<file path="src/hw/rtl/hpid_pkg.sv">
// shared types, constants and register codes of the heading pid turn controller
package hpid_pkg;

  localparam int HDG_W  = 16;
  localparam int TGT_W  = 9;
  localparam int GAIN_W = 18;
  localparam int ERR_W  = 17;
  localparam int CHG_W  = 18;
  localparam int SUM_W  = 40;
  localparam int RAW_W  = 60;
  localparam int DRV_W  = 8;
  localparam int IDX_W  = 3;
  localparam int CFG_W  = 18;

  localparam logic [HDG_W-1:0] FULL_TURN  = 16'd36000;
  localparam logic [HDG_W-1:0] HALF_TURN  = 16'd18000;
  localparam logic [HDG_W-1:0] NEAR_LIMIT = 16'd800;
  localparam logic [HDG_W-1:0] DONE_LIMIT = 16'd50;
  localparam logic [TGT_W-1:0] DEG_TURN   = 9'd360;
  localparam logic [6:0]       DEG_SCALE  = 7'd100;

  localparam logic signed [SUM_W:0] SUM_MAX = 41'sd549755813887;

  // drive = |raw| / (100 * 2^16): shift by 16, then divide by 100 via reciprocal
  localparam int               RAW_SHIFT   = 16;
  localparam logic [13:0]      QUOT_LIMIT  = 14'd10000;
  localparam logic [12:0]      RECIP_100   = 13'd5243;
  localparam int               RECIP_SHIFT = 19;
  localparam logic [6:0]       DRIVE_MAX   = 7'd100;

  typedef enum logic [IDX_W-1:0] {
    REG_TARGET_ANGLE,
    REG_RED_SIDE,
    REG_GAIN_P,
    REG_GAIN_I,
    REG_GAIN_D,
    REG_GAIN_P_NEAR
  } reg_idx_t;

  typedef struct packed {
    logic [TGT_W-1:0]  target_angle;
    logic              red_side;
    logic [GAIN_W-1:0] gain_p;
    logic [GAIN_W-1:0] gain_i;
    logic [GAIN_W-1:0] gain_d;
    logic [GAIN_W-1:0] gain_p_near;
  } cfg_t;

  typedef struct packed {
    logic [HDG_W-1:0] h;
    logic [HDG_W-1:0] t;
    logic             start;
  } norm_t;

  typedef struct packed {
    logic signed [ERR_W-1:0] e;
    logic signed [CHG_W-1:0] c;
    logic signed [SUM_W-1:0] sum;
    logic [GAIN_W-1:0]       kp;
    logic                    run;
    logic                    done;
    logic                    ccw;
  } core_t;

  typedef struct packed {
    logic signed [RAW_W-1:0] raw;
    logic                    run;
    logic                    done;
    logic                    ccw;
  } raw_t;

  typedef struct packed {
    logic signed [DRV_W-1:0] drive;
    logic                    ccw;
    logic                    done;
  } res_t;

endpackage

</file>
<file path="src/hw/rtl/hpid_core.sv">
// turn state: direction choice, error with wrap rules, integrator and derivative
module hpid_core (
  input  logic            clk,
  input  logic            rst,
  input  hpid_pkg::cfg_t  cfg,
  input  logic            in_valid,
  output logic            in_ready,
  input  hpid_pkg::norm_t in_data,
  output logic            out_valid,
  input  logic            out_ready,
  output hpid_pkg::core_t out_data
);
  import hpid_pkg::*;

  logic                    vld;
  core_t                   data;

  logic                    active;
  logic                    direction_ccw;
  logic signed [SUM_W-1:0] error_sum;
  logic signed [ERR_W-1:0] prior_error;
  logic [GAIN_W-1:0]       chosen_p_gain;

  logic signed [HDG_W:0]   delta;
  logic [HDG_W-1:0]        gap;
  logic signed [HDG_W+1:0] wrap_s;
  logic [HDG_W-1:0]        wrap_abs;
  logic                    t_gt;
  logic                    t_lt;
  logic                    cw_start;
  logic                    ccw_eff;
  logic                    use_wrap;
  logic [HDG_W-1:0]        d;
  logic                    flip;
  logic signed [ERR_W-1:0] e_val;
  logic                    act_eff;
  logic                    is_done;
  logic                    run;
  logic signed [SUM_W-1:0] sum_base;
  logic signed [SUM_W:0]   sum_add;
  logic signed [SUM_W:0]   sum_clip;
  logic signed [SUM_W-1:0] sum_next;
  logic signed [ERR_W-1:0] prior_base;
  logic signed [CHG_W-1:0] chg;
  logic [GAIN_W-1:0]       kp_eff;

  always_comb begin
    delta    = $signed({1'b0, in_data.t}) - $signed({1'b0, in_data.h});
    gap      = delta[HDG_W] ? HDG_W'(-delta) : HDG_W'(delta);
    wrap_s   = $signed({2'b00, in_data.t}) + $signed({2'b00, in_data.h})
             - $signed({2'b00, FULL_TURN});
    wrap_abs = wrap_s[HDG_W+1] ? HDG_W'(-wrap_s) : HDG_W'(wrap_s);
    t_gt     = in_data.t > in_data.h;
    t_lt     = in_data.t < in_data.h;

    cw_start = ((gap < HALF_TURN) && t_gt) || ((gap > HALF_TURN) && t_lt);
    ccw_eff  = in_data.start ? !cw_start : direction_ccw;
    use_wrap = (!ccw_eff && t_lt) || (ccw_eff && t_gt);
    d        = use_wrap ? wrap_abs : gap;

    if (ccw_eff) begin
      flip = (t_gt && (gap >= HALF_TURN)) || (t_lt && (gap < HALF_TURN));
    end else begin
      flip = (t_lt && (gap >= HALF_TURN)) || (t_gt && (gap < HALF_TURN));
    end
    e_val = flip ? $signed({1'b0, d}) : -$signed({1'b0, d});

    act_eff = in_data.start || active;
    is_done = act_eff && (d <= DONE_LIMIT);
    run     = act_eff && !is_done;

    // a start clears the history before this tick is folded in
    sum_base   = in_data.start ? '0 : error_sum;
    prior_base = in_data.start ? '0 : prior_error;
    sum_add    = (SUM_W+1)'(sum_base) + (SUM_W+1)'(e_val);
    if (sum_add > SUM_MAX) begin
      sum_clip = SUM_MAX;
    end else if (sum_add < -SUM_MAX) begin
      sum_clip = -SUM_MAX;
    end else begin
      sum_clip = sum_add;
    end
    sum_next = sum_clip[SUM_W-1:0];
    chg      = CHG_W'(e_val) - CHG_W'(prior_base);

    if (in_data.start) begin
      kp_eff = (d < NEAR_LIMIT) ? cfg.gain_p_near : cfg.gain_p;
    end else begin
      kp_eff = chosen_p_gain;
    end
  end

  assign in_ready  = !vld || out_ready;
  assign out_valid = vld;
  assign out_data  = data;

  always_ff @(posedge clk) begin
    if (rst) begin
      vld           <= 1'b0;
      active        <= 1'b0;
      direction_ccw <= 1'b0;
      error_sum     <= '0;
      prior_error   <= '0;
      chosen_p_gain <= '0;
    end else begin
      if (in_ready) begin
        vld <= in_valid;
      end
      if (in_valid && in_ready) begin
        active        <= run;
        direction_ccw <= ccw_eff;
        chosen_p_gain <= kp_eff;
        error_sum     <= run ? sum_next : sum_base;
        prior_error   <= run ? e_val : prior_base;
      end
    end
    if (in_valid && in_ready) begin
      data.e    <= e_val;
      data.c    <= chg;
      data.sum  <= sum_next;
      data.kp   <= kp_eff;
      data.run  <= run;
      data.done <= is_done;
      data.ccw  <= ccw_eff;
    end
  end

endmodule

</file>
<file path="config.mk">
export PLATFORM = sky130hd
export DESIGN_NAME = hpid_core
export DESIGN_NICKNAME = d
export VERILOG_FILES = /design/src/hw/rtl/hpid_pkg.sv /design/src/hw/rtl/hpid_core.sv
export SDC_FILE = /design/constraint.sdc
export NUM_CORES = 1
export LEC_CHECK = 0
export BUFFER_PORTS_ARGS = -buffer_cell sky130_fd_sc_hd__buf_2
export CELL_PAD_IN_SITES_DETAIL_PLACEMENT = 0
export CELL_PAD_IN_SITES_GLOBAL_PLACEMENT = 1
export CORE_MARGIN = 10
export CORE_UTILIZATION = 41
export CTS_BUF_LIST = sky130_fd_sc_hd__clkbuf_4 sky130_fd_sc_hd__clkbuf_8
export DETAILED_ROUTE_END_ITERATION = 8
export HOLD_SLACK_MARGIN = 0.02
export PLACE_DENSITY = 0.88
export SYNTH_ARGS = -nofsm -noshare
export SYNTH_HDL_FRONTEND = slang
export SYNTH_SLANG_ARGS = --single-unit
</file>
<file path="constraint.sdc">
create_clock -name clk -period 11.2 [get_ports clk]
set_input_delay 1.68 -clock clk [delete_from_list [all_inputs] [get_ports clk]]
set_output_delay 1.68 -clock clk [all_outputs]
set_load 0.005 [all_outputs]
</file>
Word-level counts from Yosys, hierarchy flattened
Cells that the tools add are included.
{"block": "classes", "magnitude_cmp": 9, "reduce_logical": 20, "addsub": 8, "mux": 14}
{"cell": "$mux W40", "n": 4}
{"cell": "$mux W17", "n": 3}
{"cell": "$mux W16", "n": 3}
{"cell": "$add A40 B17 Y41", "n": 1}
{"cell": "$gt A41 B40 Y1 const B", "n": 1}
{"cell": "$lt A41 B40 Y1 const B", "n": 1}
{"cell": "$mux W18", "n": 2}
{"cell": "$neg A16 Y16", "n": 2}
{"cell": "$sub A17 B16 Y18 const B", "n": 1}
{"cell": "$sub A17 B17 Y18", "n": 1}
{"cell": "$add A16 B16 Y17", "n": 1}
{"cell": "$neg A16 Y17", "n": 1}
{"cell": "$sub A16 B16 Y17", "n": 1}
{"cell": "$ge A16 B15 Y1 const B", "n": 1}
{"cell": "$gt A16 B15 Y1 const B", "n": 1}
{"cell": "$gt A16 B16 Y1", "n": 1}
{"cell": "$le A16 B6 Y1 const B", "n": 1}
{"cell": "$lt A16 B10 Y1 const B", "n": 1}
{"cell": "$lt A16 B15 Y1 const B", "n": 1}
{"cell": "$lt A16 B16 Y1", "n": 1}
{"cell": "$logic_and A1 B1 Y1", "n": 10}
{"cell": "$logic_or A1 B1 Y1", "n": 6}
{"cell": "$logic_not A1 Y1", "n": 4}
{"cell": "$mux W1", "n": 2}
{"block": "word_totals", "reg_bits": 174, "in_bits": 119, "out_inout_bits": 98, "word_cells": 64}

Depth between registers and ports, before layout
Gate-level depths: netlist (run 1).
{"block": "depth", "word_depth": 19, "ltp_mapped": 45, "ltp_nobuf": 41}

Worst setup path after synthesis (run 1)
Ideal clock, no wire load.
{"block": "synth_path", "kind": "input-to-reg", "startpoint": "in in_data[1] (netlist bit)", "endpoint": "reg data, in the netlist out_data[24], data pin", "path_stages": 43, "path_slack_ns": 0.035, "required_ns": 10.922, "arrival_ns": 10.887, "path_cell_list": "inv_1 > ha_1 > inv_1 > fa_1 > inv_1 > ha_1 > clkbuf_4 > and3_1 > mux2i_1 > nor2_1 > and2_1 > a31oi_1 > xnor2_1 > or4b_1 > o31ai_4 > o21ai_2 > buf_6 > mux2_2 > [... 7 more ...] > a21o_1 > a21o_1 > a21oi_1 > nor2b_1 > o21a_1 > o21ai_0 > nand2b_1 > a221oi_1 > o41ai_1 > or2_2 > a21oi_1 > o31ai_2 > xor2_1 > nor4_1 > nand3_1 > o41ai_2 > buf_6 > o22ai_2"}
{"block": "synth_via", "elab_chain_cells": 18, "word_cells_on_any_way": 35, "classes_between": "add/sub: 7; order compare: 7; mux: 8; reduce/logical: 13"}
{"element": "start, declared", "line_no": "hpid_core.sv:8", "source": "input hpid_pkg::norm_t in_data,"}
{"element": "$sub A16 B16 Y17", "line_no": "hpid_core.sv:48", "source": "delta = $signed({1'b0, in_data.t}) - $signed({1'b0, in_data.h});"}
{"element": "$neg A16 Y16", "line_no": "hpid_core.sv:49", "source": "gap = delta[HDG_W] ? HDG_W'(-delta) : HDG_W'(delta);"}
{"element": "$mux W16", "line_no": "hpid_core.sv:49"}
{"element": "$lt A16 B15 Y1 / $gt A16 B15 Y1 (equally long branches)", "line_no": "hpid_core.sv:56, hpid_core.sv:62, hpid_core.sv:64"}
{"element": "$logic_and A1 B1 Y1 (on tied branches)", "line_no": "hpid_core.sv:56, hpid_core.sv:64"}
{"element": "$logic_or A1 B1 Y1", "line_no": "hpid_core.sv:56", "source": "cw_start = ((gap < HALF_TURN) && t_gt) || ((gap > HALF_TURN) && t_lt);"}
{"element": "$logic_not A1 Y1", "line_no": "hpid_core.sv:57", "source": "ccw_eff = in_data.start ? !cw_start : direction_ccw;"}
{"element": "$mux W1", "line_no": "hpid_core.sv:57"}
{"element": "[... 4 more ...]"}
{"element": "$neg A16 Y17", "line_no": "hpid_core.sv:66", "source": "e_val = flip ? $signed({1'b0, d}) : -$signed({1'b0, d});"}
{"element": "$mux W17 (*)", "line_no": "hpid_core.sv:66"}
{"element": "named net e_val[16]", "line_no": "hpid_core.sv:35", "source": "logic signed [ERR_W-1:0] e_val;"}
{"element": "$add A40 B17 Y41 (*)", "line_no": "hpid_core.sv:75", "source": "sum_add = (SUM_W+1)'(sum_base) + (SUM_W+1)'(e_val);"}
{"element": "$lt A41 B40 Y1", "line_no": "hpid_core.sv:78", "source": "end else if (sum_add < -SUM_MAX) begin"}
{"element": "$mux W40", "line_no": "hpid_core.sv:78"}
{"element": "$mux W40 (*)", "line_no": "hpid_core.sv:76", "source": "if (sum_add > SUM_MAX) begin"}
{"element": "named net sum_clip[3]", "line_no": "hpid_core.sv:41", "source": "logic signed [SUM_W:0] sum_clip;"}
{"element": "end, declared", "line_no": "hpid_core.sv:16", "source": "core_t data;"}
Mark *: on every way through the listed nets, which the timed path passes. The rest lies on a longest branch.
A chain may end at the register's enable or synchronous reset.

Final worst setup path (run 1)
{"block": "layout_path", "startpoint": "in in_data[23] (netlist bit)", "endpoint": "reg data, in the netlist out_data[30], data pin"}
Same word-level chain as after synthesis.

==> results_tabular.tex, run 1 <==
\begin{tabular}{lr}
\hline
Metric & Value \\
\hline
\multicolumn{2}{l}{\textbf{Status}} \\
\quad Run status & completed \\
\multicolumn{2}{l}{\textbf{Clocking}} \\
\quad TritonCTS clock tree & built \\
\quad Clk slew on worst S/H paths & roughly 0.11 ns \\
\quad Sinks on the clock net & 174 \\
\quad Number of CTS-inserted buffers & 17 \\
\quad Maximum buffer depth of the clock tree & 2 \\
\quad Root Buffer & clkbuf\_8 \\
\quad Clock latency on the worst-skew pair & between 0.5 and 0.6 ns \\
\quad H-tree lvl count & 4 \\
\quad Buffers inserted during post-CTS setup optimization & 0 \\
\multicolumn{2}{l}{\textbf{Placement}} \\
\quad Port Buffer Count & 170 \\
\quad Final HPWL DP & approximately 37000 um \\
\quad RD Place Congestion & approximately 0.95 \\
\quad Pre-CTS setup slack & approximately 0.15 ns \\
\multicolumn{2}{l}{\textbf{Die}} \\
\quad Total die area & $\sim$45000 um2 \\
\quad Placeable core area & 36600 um2 \\
\quad Die span in x & 212 um \\
\quad Top-level I/O count & $\sim$220 \\
\quad Row count & 70 \\
\quad Chip Height & approximately 210 um \\
\quad Starting Density & 0.415 \\
\multicolumn{2}{l}{\textbf{Pwr}} \\
\quad Pwr per Cell Area & around 200 nW/um2 \\
\quad Leakage & roughly 7.5 nW \\
\quad Worst voltage drop across the vdd grid & 142 uV \\
\multicolumn{2}{l}{\textbf{Global routing}} \\
\quad First-pass GRT wire length & 75700 um \\
\quad Initial antenna violation count & 0 \\
\quad Largest net degree at the start of global routing & between 70 and 80 \\
\quad Number of global-route vias before repair & 13900 \\
\quad Grt ovf & 0 \\
\quad GRT Total Usage & 0.209 \\
\multicolumn{2}{l}{\textbf{Synthesis}} \\
\quad Synthesis warning total & 0 \\
\quad Net count after synthesis & 2029 \\
\quad Total of flip-flops plus latches after synthesis & between 150 and 200 \\
\quad Post-synthesis async set-or-reset flop share & 0 \\
\quad Number of enable-type register cells in the synthesized netlist & 96 \\
\quad Synthesized instance count & $\sim$1800 \\
\quad Predominant post-synthesis flop cell & edfxtp\_1 \\
\quad Proportion of synthesized chip area in sequential cells & 0.293 \\
\quad Top post-synthesis cells by area & edfxtp\_1, dfxtp\_1, ha\_1 \\
\quad Number of different library cells in the post-synthesis netlist & around 110 \\
\quad Mapped cell area & roughly 15000 um2 \\
\quad Area leader, netlist & edfxtp\_1 \\
\quad Avg Synthesized Cell Area & about 8.4 um2 \\
\quad Area fraction of the dominant cell type after synthesis & 0.190 \\
\multicolumn{2}{l}{\textbf{STA}} \\
\quad Final slew viol count & 0 \\
\quad Fmax & around 95 MHz \\
\quad Hold Fails Final Rpt & 0 \\
\quad Final setup violation count & 0 \\
\quad Minimum period implied by the final worst setup slack & 10.50 ns \\
\quad Tcrit/Tclk final & 0.938 \\
\quad Final worst clock skew & between 0.02 and 0.03 ns \\
\quad Final worst setup slack & around 0.70 ns \\
\quad Worst-case headroom to the max-slew limit & 0.257 \\
\quad RSZ-0062 raised after global routing & false \\
\quad Final TNS setup & 0 ns \\
\quad Slew at the pin closest to its max-slew limit & approximately 1.1 ns \\
\multicolumn{2}{l}{\textbf{Min path}} \\
\quad Hold crit path type & flop to flop \\
\quad Startpoint of the lowest-slack hold path & chosen\_p\_gain[8]\$\_SDFFE\_PP0P\_ \\
\quad Number of instances on the worst hold path & 2 \\
\quad Endpoint of the worst hold path & chosen\_p\_gain[8]\$\_SDFFE\_PP0P\_ \\
\multicolumn{2}{l}{\textbf{Critical path}} \\
\quad Arrival time at the worst endpoint & 10.73 ns \\
\quad Nature of the critical path startpoint & input pin \\
\quad Endpoint of the most critical register-to-register path & out\_data[30]\$\_DFFE\_PP\_ \\
\quad Required @ worst endpoint & about 11 ns \\
\quad Worst r2r path cells & 31 \\
\quad Crit path top cell by count & o21ai\_0 \\
\quad Slowest cell on the critical path & or4b\_1 \\
\quad Reg-to-reg slack, setup & about 4.3 ns \\
\quad Worst Setup Path Type & input pin to flop \\
\quad Worst-path maximum fanout & 12 \\
\quad Startpoint of the lowest-slack register-to-register path & direction\_ccw\$\_SDFFE\_PP0P\_ \\
\quad Longest individual stage delay on the worst path & between 0.6 and 0.7 ns \\
\quad Crit end category & flop \\
\multicolumn{2}{l}{\textbf{Final layout}} \\
\quad Most common library cell in the layout ignoring fill and taps & buf\_2 \\
\quad Commonest cells after routing, fill and taps aside & buf\_2, a21oi\_1, nand2\_1, nor2\_1, buf\_4 \\
\quad Area Overhead vs Synth & 16.7\% \\
\quad Total Nets Final & around 2300 \\
\quad Count of antenna diodes in the layout & 0 \\
\quad Share of cells above drive strength 1 & 0.196 \\
\quad Final Core Density & 0.484 \\
\multicolumn{2}{l}{\textbf{Routing}} \\
\quad Average via count per standard cell & $\sim$5.7 \\
\quad Final ANT Viol Nets & 0 \\
\quad Detailed-route DRC error count & 0 \\
\quad TritonRoute pass-1 iters & 8 \\
\quad Via count & $\sim$14000 \\
\quad Average wire per cell in the routed design & approximately 19 um \\
\quad Initial DRC Count & around 1100 \\
\quad Final wirelength & around 48000 um \\
\multicolumn{2}{l}{\textbf{Flow run}} \\
\quad Count of maximum capacitance violations & 0 \\
\hline
\end{tabular}
## registers in the layout, summed over array words and instances (netlist names)
signal / cells
direction_ccw: 1
chosen_p_gain: 18
out_data: 96
active: 1
error_sum: 40
out_valid: 1
prior_error: 17
## cell type report
cell class              instances  area (um2)
repair buffers                309        1930
clock buffers                  18         248
fillers                      3604       18900
flip-flops and latches        174        4440
well taps                     468         586
inverters                      91         344
multi-input cells            1444       10000
clock inverters                14         149
## cell usage after synthesis, drive strengths merged (8+ instances only)
master  count
maj3       31
nor2b      72
edfxtp     96
o22ai      23
a21oi     167
clkbuf     63
a21o       43
o21ai      95
o32ai       8
ha         99
xor2       40
o211ai     19
nor4       24
xnor2      70
a31oi      19
mux2i      39
buf        34
and2       17
and3       18
nand2b     24
a211oi     10
or2        14
dfxtp      78
or3        11
nor3       49
o21bai     10
o21a       19
a311oi      8
nor2      136
nand4      18
nand2     139
a22oi      22
inv        90
nand3      67
## critical path: cells and delay by family
family                     cells  cell delay [ns]
AOI/OAI and AO/OA             19             4.54
xor gates and xnor gates       1             0.12
adders and majority gates      3             1.04
buffers and inverters          4             0.61
muxes                          1             0.27
and+or+nand+nor               13             2.45
## where the power goes
part,switching (mW),internal (mW)
logic,1.30,0.915
registers,0.0520,0.910
clock network,0.278,0.171
total,1.63,2.00
## worst max-delay path by stage
stage / endpoint / startpoint / slack, ns / cells after the start
after floorplan: out_data[24]$_DFFE_PP_ / in_data[1] / 0.03 / 43
after global placement: out_data[43]$_DFFE_PP_ / in_data[1] / 0.24 / 41
after detailed placement: out_data[43]$_DFFE_PP_ / in_data[1] / 0.15 / 43
after CTS: out_data[30]$_DFFE_PP_ / in_data[1] / 0.67 / 43
after global routing: out_data[30]$_DFFE_PP_ / in_data[1] / 0.02 / 43
final: out_data[30]$_DFFE_PP_ / in_data[23] / 0.70 / 41
## repair_timing
action                     in CTS  in global routing
setup endpoints to repair       0                 53
hold buffers                    0                  0
resized for setup               0                  3
## logic make-up after synthesis
kind of cell	synth area share
flip-flops	0.293
buffers and inverters	0.0497
XOR/XNOR	0.0761
multiplexers	0.0310
AO/OA/AOI/OAI	0.232
AND/OR/NAND/NOR	0.209
adder cells (fa/ha/maj)	0.109
## metal layers
layer,GRT usage,wire [um],vias up
li1,-,-,7074
met1,0.263,20900,6936
met2,0.362,23600,351
met3,0.0300,2390,46
met4,0.0583,961,0
met5,0,0,-
## per-stage QoR
| stage | instances | total power, mW | instance area (um2) | hold WS (ns) |
|---|---|---|---|---|
| after floorplan | 1806 | 2.38 | 15200 | 0.437 |
| after CTS | 2518 | 3.63 | 17700 | 0.461 |
| final | 2518 | 3.63 | 17700 | 0.463 |
| after detailed placement | 2486 | 3.16 | 17300 | 0.447 |
| after global routing | 2518 | 3.88 | 17700 | 0.485 |
| after global placement | 2486 | 3.13 | 17300 | 0.442 |
No activity file was read; power rests on OpenSTA's default activity.
==> run 2: changes to the inputs <==
--- a/config.mk
+++ b/config.mk
@@ -8,12 +8,12 @@
 export BUFFER_PORTS_ARGS = -buffer_cell sky130_fd_sc_hd__buf_2
 export CELL_PAD_IN_SITES_DETAIL_PLACEMENT = 0
 export CELL_PAD_IN_SITES_GLOBAL_PLACEMENT = 1
-export CORE_MARGIN = 10
-export CORE_UTILIZATION = 41
+export CORE_MARGIN = 2
+export CORE_UTILIZATION = 37
 export CTS_BUF_LIST = sky130_fd_sc_hd__clkbuf_4 sky130_fd_sc_hd__clkbuf_8
 export DETAILED_ROUTE_END_ITERATION = 8
 export HOLD_SLACK_MARGIN = 0.02
-export PLACE_DENSITY = 0.88
+export PLACE_DENSITY = 0.81
 export SYNTH_ARGS = -nofsm -noshare
 export SYNTH_HDL_FRONTEND = slang
 export SYNTH_SLANG_ARGS = --single-unit
==> results_tabular.tex, run 2 (synthesis gave the netlist of run 1 again) <==
\begin{tabular}{lr}
\hline
Metric & Value \\
\hline
\multicolumn{2}{l}{\textbf{Final layout}} \\
\quad Total Nets Final & 2250 (-0.44\%) \\
\quad Post-layout instance count excluding filler cells & 2572 (+2.1\%) \\
\quad Fillers & 4041 (+12\%) \\
\quad Share of cells above drive strength 1 & 0.190 (-0.00541) \\
\quad Largest register FFs & 96 (unchanged) \\
\quad Commonest cells after routing, fill and taps aside & buf\_2, a21oi\_1, nand2\_1, nor2\_1, buf\_4 \\
\quad Area Overhead vs Synth & 16.4\% \\
\quad Area of the multi-input gates & 10000 um2 (-0.15\%) \\
\quad Footprint of the flip-flops and latches & 4440 um2 (unchanged) \\
\quad Final Core Density & 0.435 (-0.0494) \\
\quad Count of antenna diodes in the layout & 0 (unchanged) \\
\quad Most common library cell in the layout ignoring fill and taps & buf\_2 \\
\multicolumn{2}{l}{\textbf{Critical path}} \\
\quad Arrival time at the worst endpoint & 10.77 ns (+0.04 ns) \\
\quad Nature of the critical path startpoint & input pin \\
\quad Crit end category & flop \\
\quad Longest individual stage delay on the worst path & 0.64 ns (-0.02 ns) \\
\quad Required @ worst endpoint & 11.43 ns (about the same) \\
\quad Reg-to-reg slack, setup & 4.45 ns (+0.19 ns) \\
\quad Crit path top cell by count & o21ai\_0 \\
\quad Worst Setup Path Type & input pin to flop \\
\quad Slowest cell on the critical path & or4b\_1 \\
\quad Worst-path maximum fanout & 12 (unchanged) \\
\quad Worst r2r path cells & 27 (-13\%) \\
\quad Startpoint of the lowest-slack register-to-register path & direction\_ccw\$\_SDFFE\_PP0P\_ \\
\quad Endpoint of the most critical register-to-register path & out\_data[43]\$\_DFFE\_PP\_ \\
\multicolumn{2}{l}{\textbf{Routing}} \\
\quad TritonRoute pass-1 iters & 6 (-2) \\
\quad Average via count per standard cell & 5.58 (-2.5\%) \\
\quad Final ANT Viol Nets & 0 (unchanged) \\
\quad Detailed-route DRC error count & 0 (unchanged) \\
\quad Final wirelength & 46600 um (-2.8\%) \\
\quad Initial DRC Count & 1037 (-7.3\%) \\
\quad Via count & 14400 (-0.37\%) \\
\quad Average wire per cell in the routed design & 18.1 um (-4.8\%) \\
\multicolumn{2}{l}{\textbf{STA}} \\
\quad RSZ-0062 raised after global routing & false \\
\quad Hold Fails Final Rpt & 0 (unchanged) \\
\quad Worst-case headroom to the max-slew limit & 0.265 (+0.00833) \\
\quad Tcrit/Tclk final & 0.941 (+0.00286) \\
\quad Final slew viol count & 0 (unchanged) \\
\quad Fmax & 94.9 MHz (-0.30\%) \\
\quad Slew at the pin closest to its max-slew limit & 1.10 ns (-0.0129 ns) \\
\quad Final TNS setup & 0 ns (unchanged) \\
\quad Final setup violation count & 0 (unchanged) \\
\quad Worst hold slack & 0.461 ns (-0.00211 ns) \\
\quad Minimum period implied by the final worst setup slack & 10.53 ns (+0.0321 ns) \\
\quad Final worst clock skew & 0.0211 ns (-0.00477 ns) \\
\multicolumn{2}{l}{\textbf{Placement}} \\
\quad Cell count after placement & 2540 (+2.2\%) \\
\quad RD Place Congestion & 0.928 (-2.7\%) \\
\quad Port Buffer Count & 170 (unchanged) \\
\quad Final HPWL DP & 36000 um (-2.8\%) \\
\multicolumn{2}{l}{\textbf{Die}} \\
\quad Total die area & 42700 um2 (-5.4\%) \\
\quad Die span in x & 207 um (-2.8\%) \\
\quad Chip Height & 207 um (-2.8\%) \\
\quad Top-level I/O count & 217 (unchanged) \\
\quad Row count & 74 (+5.7\%) \\
\quad Starting Density & 0.373 (-0.0412) \\
\quad Placeable core area & 40600 um2 (+11\%) \\
\multicolumn{2}{l}{\textbf{Clocking}} \\
\quad Clock latency on the worst-skew pair & 0.50 ns (-0.02 ns) \\
\quad TritonCTS clock tree & built \\
\quad Maximum buffer depth of the clock tree & 2 (unchanged) \\
\quad H-tree lvl count & 4 (unchanged) \\
\quad Number of CTS-inserted buffers & 17 (unchanged) \\
\quad Sinks on the clock net & 174 (unchanged) \\
\quad Clk slew on worst S/H paths & 0.10 ns (about the same) \\
\quad Root Buffer & clkbuf\_8 \\
\multicolumn{2}{l}{\textbf{Global routing}} \\
\quad GRT Total Usage & 0.218 (+0.00918) \\
\quad Initial antenna violation count & 0 (unchanged) \\
\quad First-pass GRT wire length & 73200 um (-3.2\%) \\
\quad Number of global-route vias before repair & 13600 (-2.1\%) \\
\quad Largest net degree at the start of global routing & 75 (unchanged) \\
\quad Grt ovf & 0 (unchanged) \\
\multicolumn{2}{l}{\textbf{Status}} \\
\quad Run status & completed \\
\multicolumn{2}{l}{\textbf{Pwr}} \\
\quad Pwr per Cell Area & 204 nW/um2 (-0.59\%) \\
\quad Leakage & 7.47 nW (-0.84\%) \\
\quad Power, Total & 3.60 mW (-0.91\%) \\
\quad Worst voltage drop across the vdd grid & 116 uV (-18\%) \\
\multicolumn{2}{l}{\textbf{Min path}} \\
\quad Startpoint of the lowest-slack hold path & chosen\_p\_gain[15]\$\_SDFFE\_PP0P\_ \\
\quad Number of instances on the worst hold path & 2 (unchanged) \\
\quad Endpoint of the worst hold path & chosen\_p\_gain[15]\$\_SDFFE\_PP0P\_ \\
\quad Hold crit path type & flop to flop \\
\multicolumn{2}{l}{\textbf{Flow run}} \\
\quad Count of maximum capacitance violations & 0 (unchanged) \\
\hline
\end{tabular}
-- run 2: cell types whose count changed in the layout (fill, tap and decap cells not counted), sizes merged --
cell and delta:
clkinvlp -1, buf -10, inv +1, clkinv -3, clkbuf +3
-- run 2: critical path, delay by kind of cell --
| family | cells | cell delay (ns) |
|---|---|---|
| AOI/OAI and AO/OA | 16 | 4.15 |
| adders and majority gates | 3 | 1.17 |
| buffers and inverters | 5 | 0.75 |
| muxes | 3 | 0.72 |
| and+or+nand+nor | 9 | 2.27 |
-- run 2: worst max path at each step --
| stage | from | endpoint | slack, ns | depth (start not counted) |
|---|---|---|---|---|
| after global routing | in_data[19] | out_data[43]$_DFFE_PP_ | 0.01 | 39 |
| after CTS | in_data[19] | out_data[21]$_DFFE_PP_ | 0.83 | 39 |
| after floorplan | in_data[1] | out_data[24]$_DFFE_PP_ | 0.03 | 43 |
| final | in_data[19] | out_data[43]$_DFFE_PP_ | 0.67 | 36 |
| after global placement | in_data[1] | out_data[43]$_DFFE_PP_ | 0.38 | 41 |
| after detailed placement | in_data[19] | out_data[21]$_DFFE_PP_ | 0.27 | 39 |
-- run 2: per-layer routing --
layer | track usage | routed length [um] | vias up
li1 | - | - | 7067
met1 | 0.287 | 21100 | 6837
met2 | 0.366 | 22300 | 384
met3 | 0.0319 | 2140 | 65
met4 | 0.0712 | 1140 | 0
met5 | 0 | 0 | -
-- run 2: stage by stage --
stage	instance area [um2]	worst slack, ns
3_5_place_dp	17300	0.274
2_1_floorplan	15200	0.0345
4_1_cts	17700	0.830
3_3_place_gp	17300	0.384
6_report	17700	0.666
5_1_grt	17700	0.00975
-- run 2: timing repair --
item / 4_1_cts / 5_1_grt
setup buffers: 0 / 0
setup endpoints to repair: 0 / 2
resized for setup: 0 / 1
hold buffers: 0 / 0
-- run 2: area by class of cell --
type,count,share of cell area
well taps,532,0.0377
flip-flops and latches,174,0.252
clock inverters,11,0.00453
repair buffers,299,0.105
inverters,91,0.0195
multi-input cells,1444,0.566
clock buffers,21,0.0153
-- run 2: power breakdown --
part           internal, mW  leakage [nW]  switching (mW)
combinational         0.918          5.72            1.30
clock                 0.169         0.186           0.248
sequential            0.911          1.57          0.0551
total                  2.00          7.47            1.60
==> run 3: changes to the inputs <==
--- a/config.mk
+++ b/config.mk
@@ -10,7 +10,6 @@
 export CELL_PAD_IN_SITES_GLOBAL_PLACEMENT = 1
 export CORE_MARGIN = 2
 export CORE_UTILIZATION = 37
-export CTS_BUF_LIST = sky130_fd_sc_hd__clkbuf_4 sky130_fd_sc_hd__clkbuf_8
 export DETAILED_ROUTE_END_ITERATION = 8
 export HOLD_SLACK_MARGIN = 0.02
 export PLACE_DENSITY = 0.81
==> results_tabular.tex, run 3 (synthesis gave the netlist of run 1 again) <==
\begin{tabular}{lr}
\hline
Metric & Value \\
\hline
\multicolumn{2}{l}{\textbf{STA}} \\
\quad Final slew viol count & 0 (unchanged) \\
\quad Minimum period implied by the final worst setup slack & 10.55 ns (+0.0118 ns) \\
\quad Slew at the pin closest to its max-slew limit & 1.09 ns (-0.00756 ns) \\
\quad Fmax & 94.8 MHz (-0.11\%) \\
\quad RSZ-0062 raised after global routing & false \\
\quad Tcrit/Tclk final & 0.942 (+0.00105) \\
\quad Final worst setup slack & 0.654 ns (-0.0118 ns) \\
\quad Final worst clock skew & 0.0180 ns (-0.00308 ns) \\
\quad Hold Fails Final Rpt & 0 (unchanged) \\
\quad Final setup violation count & 0 (unchanged) \\
\quad Final TNS setup & 0 ns (unchanged) \\
\quad Worst-case headroom to the max-slew limit & 0.270 (+0.00506) \\
\multicolumn{2}{l}{\textbf{Clocking}} \\
\quad Number of CTS-inserted buffers & 17 (unchanged) \\
\quad Maximum buffer depth of the clock tree & 2 (unchanged) \\
\quad H-tree lvl count & 4 (unchanged) \\
\quad Post-CTS Hold Buffers & 0 (unchanged) \\
\quad Clock latency on the worst-skew pair & 0.46 ns (-0.04 ns) \\
\quad Clk slew on worst S/H paths & 0.07 ns (-0.03 ns) \\
\quad Root Buffer & clkbuf\_16 \\
\quad Sinks on the clock net & 174 (unchanged) \\
\quad TritonCTS clock tree & built \\
\multicolumn{2}{l}{\textbf{Die}} \\
\quad Die span in x & 207 um (unchanged) \\
\quad Starting Density & 0.373 (unchanged) \\
\quad Row count & 74 (unchanged) \\
\quad Top-level I/O count & 217 (unchanged) \\
\quad Placeable core area & 40600 um2 (unchanged) \\
\quad Total die area & 42700 um2 (unchanged) \\
\quad Chip Height & 207 um (unchanged) \\
\multicolumn{2}{l}{\textbf{Final layout}} \\
\quad Area of the multi-input gates & 10000 um2 (+0.19\%) \\
\quad Commonest cells after routing, fill and taps aside & buf\_2, a21oi\_1, nand2\_1, nor2\_1, buf\_4 \\
\quad Footprint of the flip-flops and latches & 4440 um2 (unchanged) \\
\quad Most common library cell in the layout ignoring fill and taps & buf\_2 \\
\quad Area Overhead vs Synth & 17.7\% \\
\quad Count of antenna diodes in the layout & 0 (unchanged) \\
\quad Largest register FFs & 96 (unchanged) \\
\quad Fillers & 4022 (-0.47\%) \\
\quad Total Nets Final & 2250 (unchanged) \\
\quad Share of cells above drive strength 1 & 0.190 (-0.000490) \\
\multicolumn{2}{l}{\textbf{Placement}} \\
\quad Final HPWL DP & 36000 um (unchanged) \\
\quad Port Buffer Count & 170 (unchanged) \\
\quad Pre-CTS setup slack & 0.274 ns (unchanged) \\
\quad RD Place Congestion & 0.928 (unchanged) \\
\multicolumn{2}{l}{\textbf{Global routing}} \\
\quad Largest net degree at the start of global routing & 75 (unchanged) \\
\quad Initial antenna violation count & 0 (unchanged) \\
\quad GRT Total Usage & 0.218 (about the same) \\
\quad Grt ovf & 0 (unchanged) \\
\quad First-pass GRT wire length & 73300 um (about the same) \\
\quad Number of global-route vias before repair & 13700 (+0.051\%) \\
\multicolumn{2}{l}{\textbf{Critical path}} \\
\quad Crit end category & flop \\
\quad Slowest cell on the critical path & or4b\_1 \\
\quad Startpoint of the lowest-slack register-to-register path & direction\_ccw\$\_SDFFE\_PP0P\_ \\
\quad Worst Setup Path Type & input pin to flop \\
\quad Origin of the worst setup path & in\_data[19] \\
\quad Worst-path maximum fanout & 12 (unchanged) \\
\quad Arrival time at the worst endpoint & 10.73 ns (-0.04 ns) \\
\quad Required @ worst endpoint & 11.39 ns (-0.04 ns) \\
\quad Nature of the critical path startpoint & input pin \\
\quad Reg-to-reg slack, setup & 4.46 ns (about the same) \\
\quad Longest individual stage delay on the worst path & 0.62 ns (-0.02 ns) \\
\multicolumn{2}{l}{\textbf{Pwr}} \\
\quad Leakage & 7.55 nW (+1.1\%) \\
\quad Pwr per Cell Area & 209 nW/um2 (+2.8\%) \\
\quad Worst voltage drop across the vdd grid & 133 uV (+15\%) \\
\quad Power, Total & 3.74 mW (+4.0\%) \\
\multicolumn{2}{l}{\textbf{Routing}} \\
\quad Average via count per standard cell & 5.59 (about the same) \\
\quad TritonRoute pass-1 iters & 5 (-1) \\
\quad Final ANT Viol Nets & 0 (unchanged) \\
\quad Detailed-route DRC error count & 0 (unchanged) \\
\quad Final wirelength & 46700 um (+0.26\%) \\
\quad Met1 WL & 21000 um (-0.11\%) \\
\quad Detail Route met3 WL & 2140 um (+0.37\%) \\
\quad Length of routed met2 wiring & 22400 um (+0.75\%) \\
\quad Initial DRC Count & 1074 (+3.6\%) \\
\quad Average wire per cell in the routed design & 18.2 um (+0.26\%) \\
\quad Via count & 14400 (+0.098\%) \\
\quad Highest routed layer & met4 \\
\multicolumn{2}{l}{\textbf{Min path}} \\
\quad Hold crit path type & flop to flop \\
\quad Startpoint of the lowest-slack hold path & chosen\_p\_gain[3]\$\_SDFFE\_PP0P\_ \\
\multicolumn{2}{l}{\textbf{Status}} \\
\quad Run status & completed \\
\multicolumn{2}{l}{\textbf{Flow run}} \\
\quad Count of maximum capacitance violations & 0 (unchanged) \\
\hline
\end{tabular}
## run 3: cell type report
| cell class | count | area share |
|---|---|---|
| multi-input cells | 1444 | 0.561 |
| flip-flops and latches | 174 | 0.249 |
| clock inverters | 11 | 0.00448 |
| inverters | 91 | 0.0193 |
| clock buffers | 21 | 0.0252 |
| repair buffers | 299 | 0.104 |
| well taps | 532 | 0.0373 |
## run 3: path summary, 6_finish.rpt
path	end	depth (start not counted)
min reg2reg	chosen_p_gain[3]$_SDFFE_PP0P_	2
max reg2reg	out_data[30]$_DFFE_PP_	27
max	out_data[30]$_DFFE_PP_	36
min	chosen_p_gain[3]$_SDFFE_PP0P_	2
## run 3: worst max-delay path: cells and delay by family
family / cells / cell delay, ns
xor+xnor: 1 / 0.19
simple gates: 10 / 2.93
fa+ha+maj: 3 / 1.12
mux: 3 / 0.69
buf+inv: 5 / 0.75
compound gates: 14 / 3.31
## run 3: what timing repair did
| action | CTS | global route |
|---|---|---|
| resized for setup | 0 | 5 |
| setup endpoints to repair | 0 | 12 |
| setup buffers | 0 | 0 |
## run 3: where the power goes
| part | total (mW) | switching, mW | internal, mW |
|---|---|---|---|
| Sequential | 0.967 | 0.0552 | 0.912 |
| Clock | 0.557 | 0.265 | 0.292 |
| Combinational | 2.22 | 1.30 | 0.919 |
## run 3: metal layers
layer	up-vias	track usage
met3	67	0.0333
met2	366	0.367
li1	7069	-
met5	-	0
met4	0	0.0684
met1	6865	0.287
## run 3: metrics by stage
step / cell area, um2 / utilization / hold WS (ns) / cells
after floorplan: 15200 / - / 0.437 / 1806
after global placement: 17300 / 0.426 / 0.442 / 2540
after detailed placement: 17300 / 0.426 / 0.447 / 2540
after CTS: 17800 / 0.439 / 0.456 / 2572
after global routing: 17900 / 0.439 / 0.477 / 2572
final: 17900 / 0.439 / 0.457 / 2572
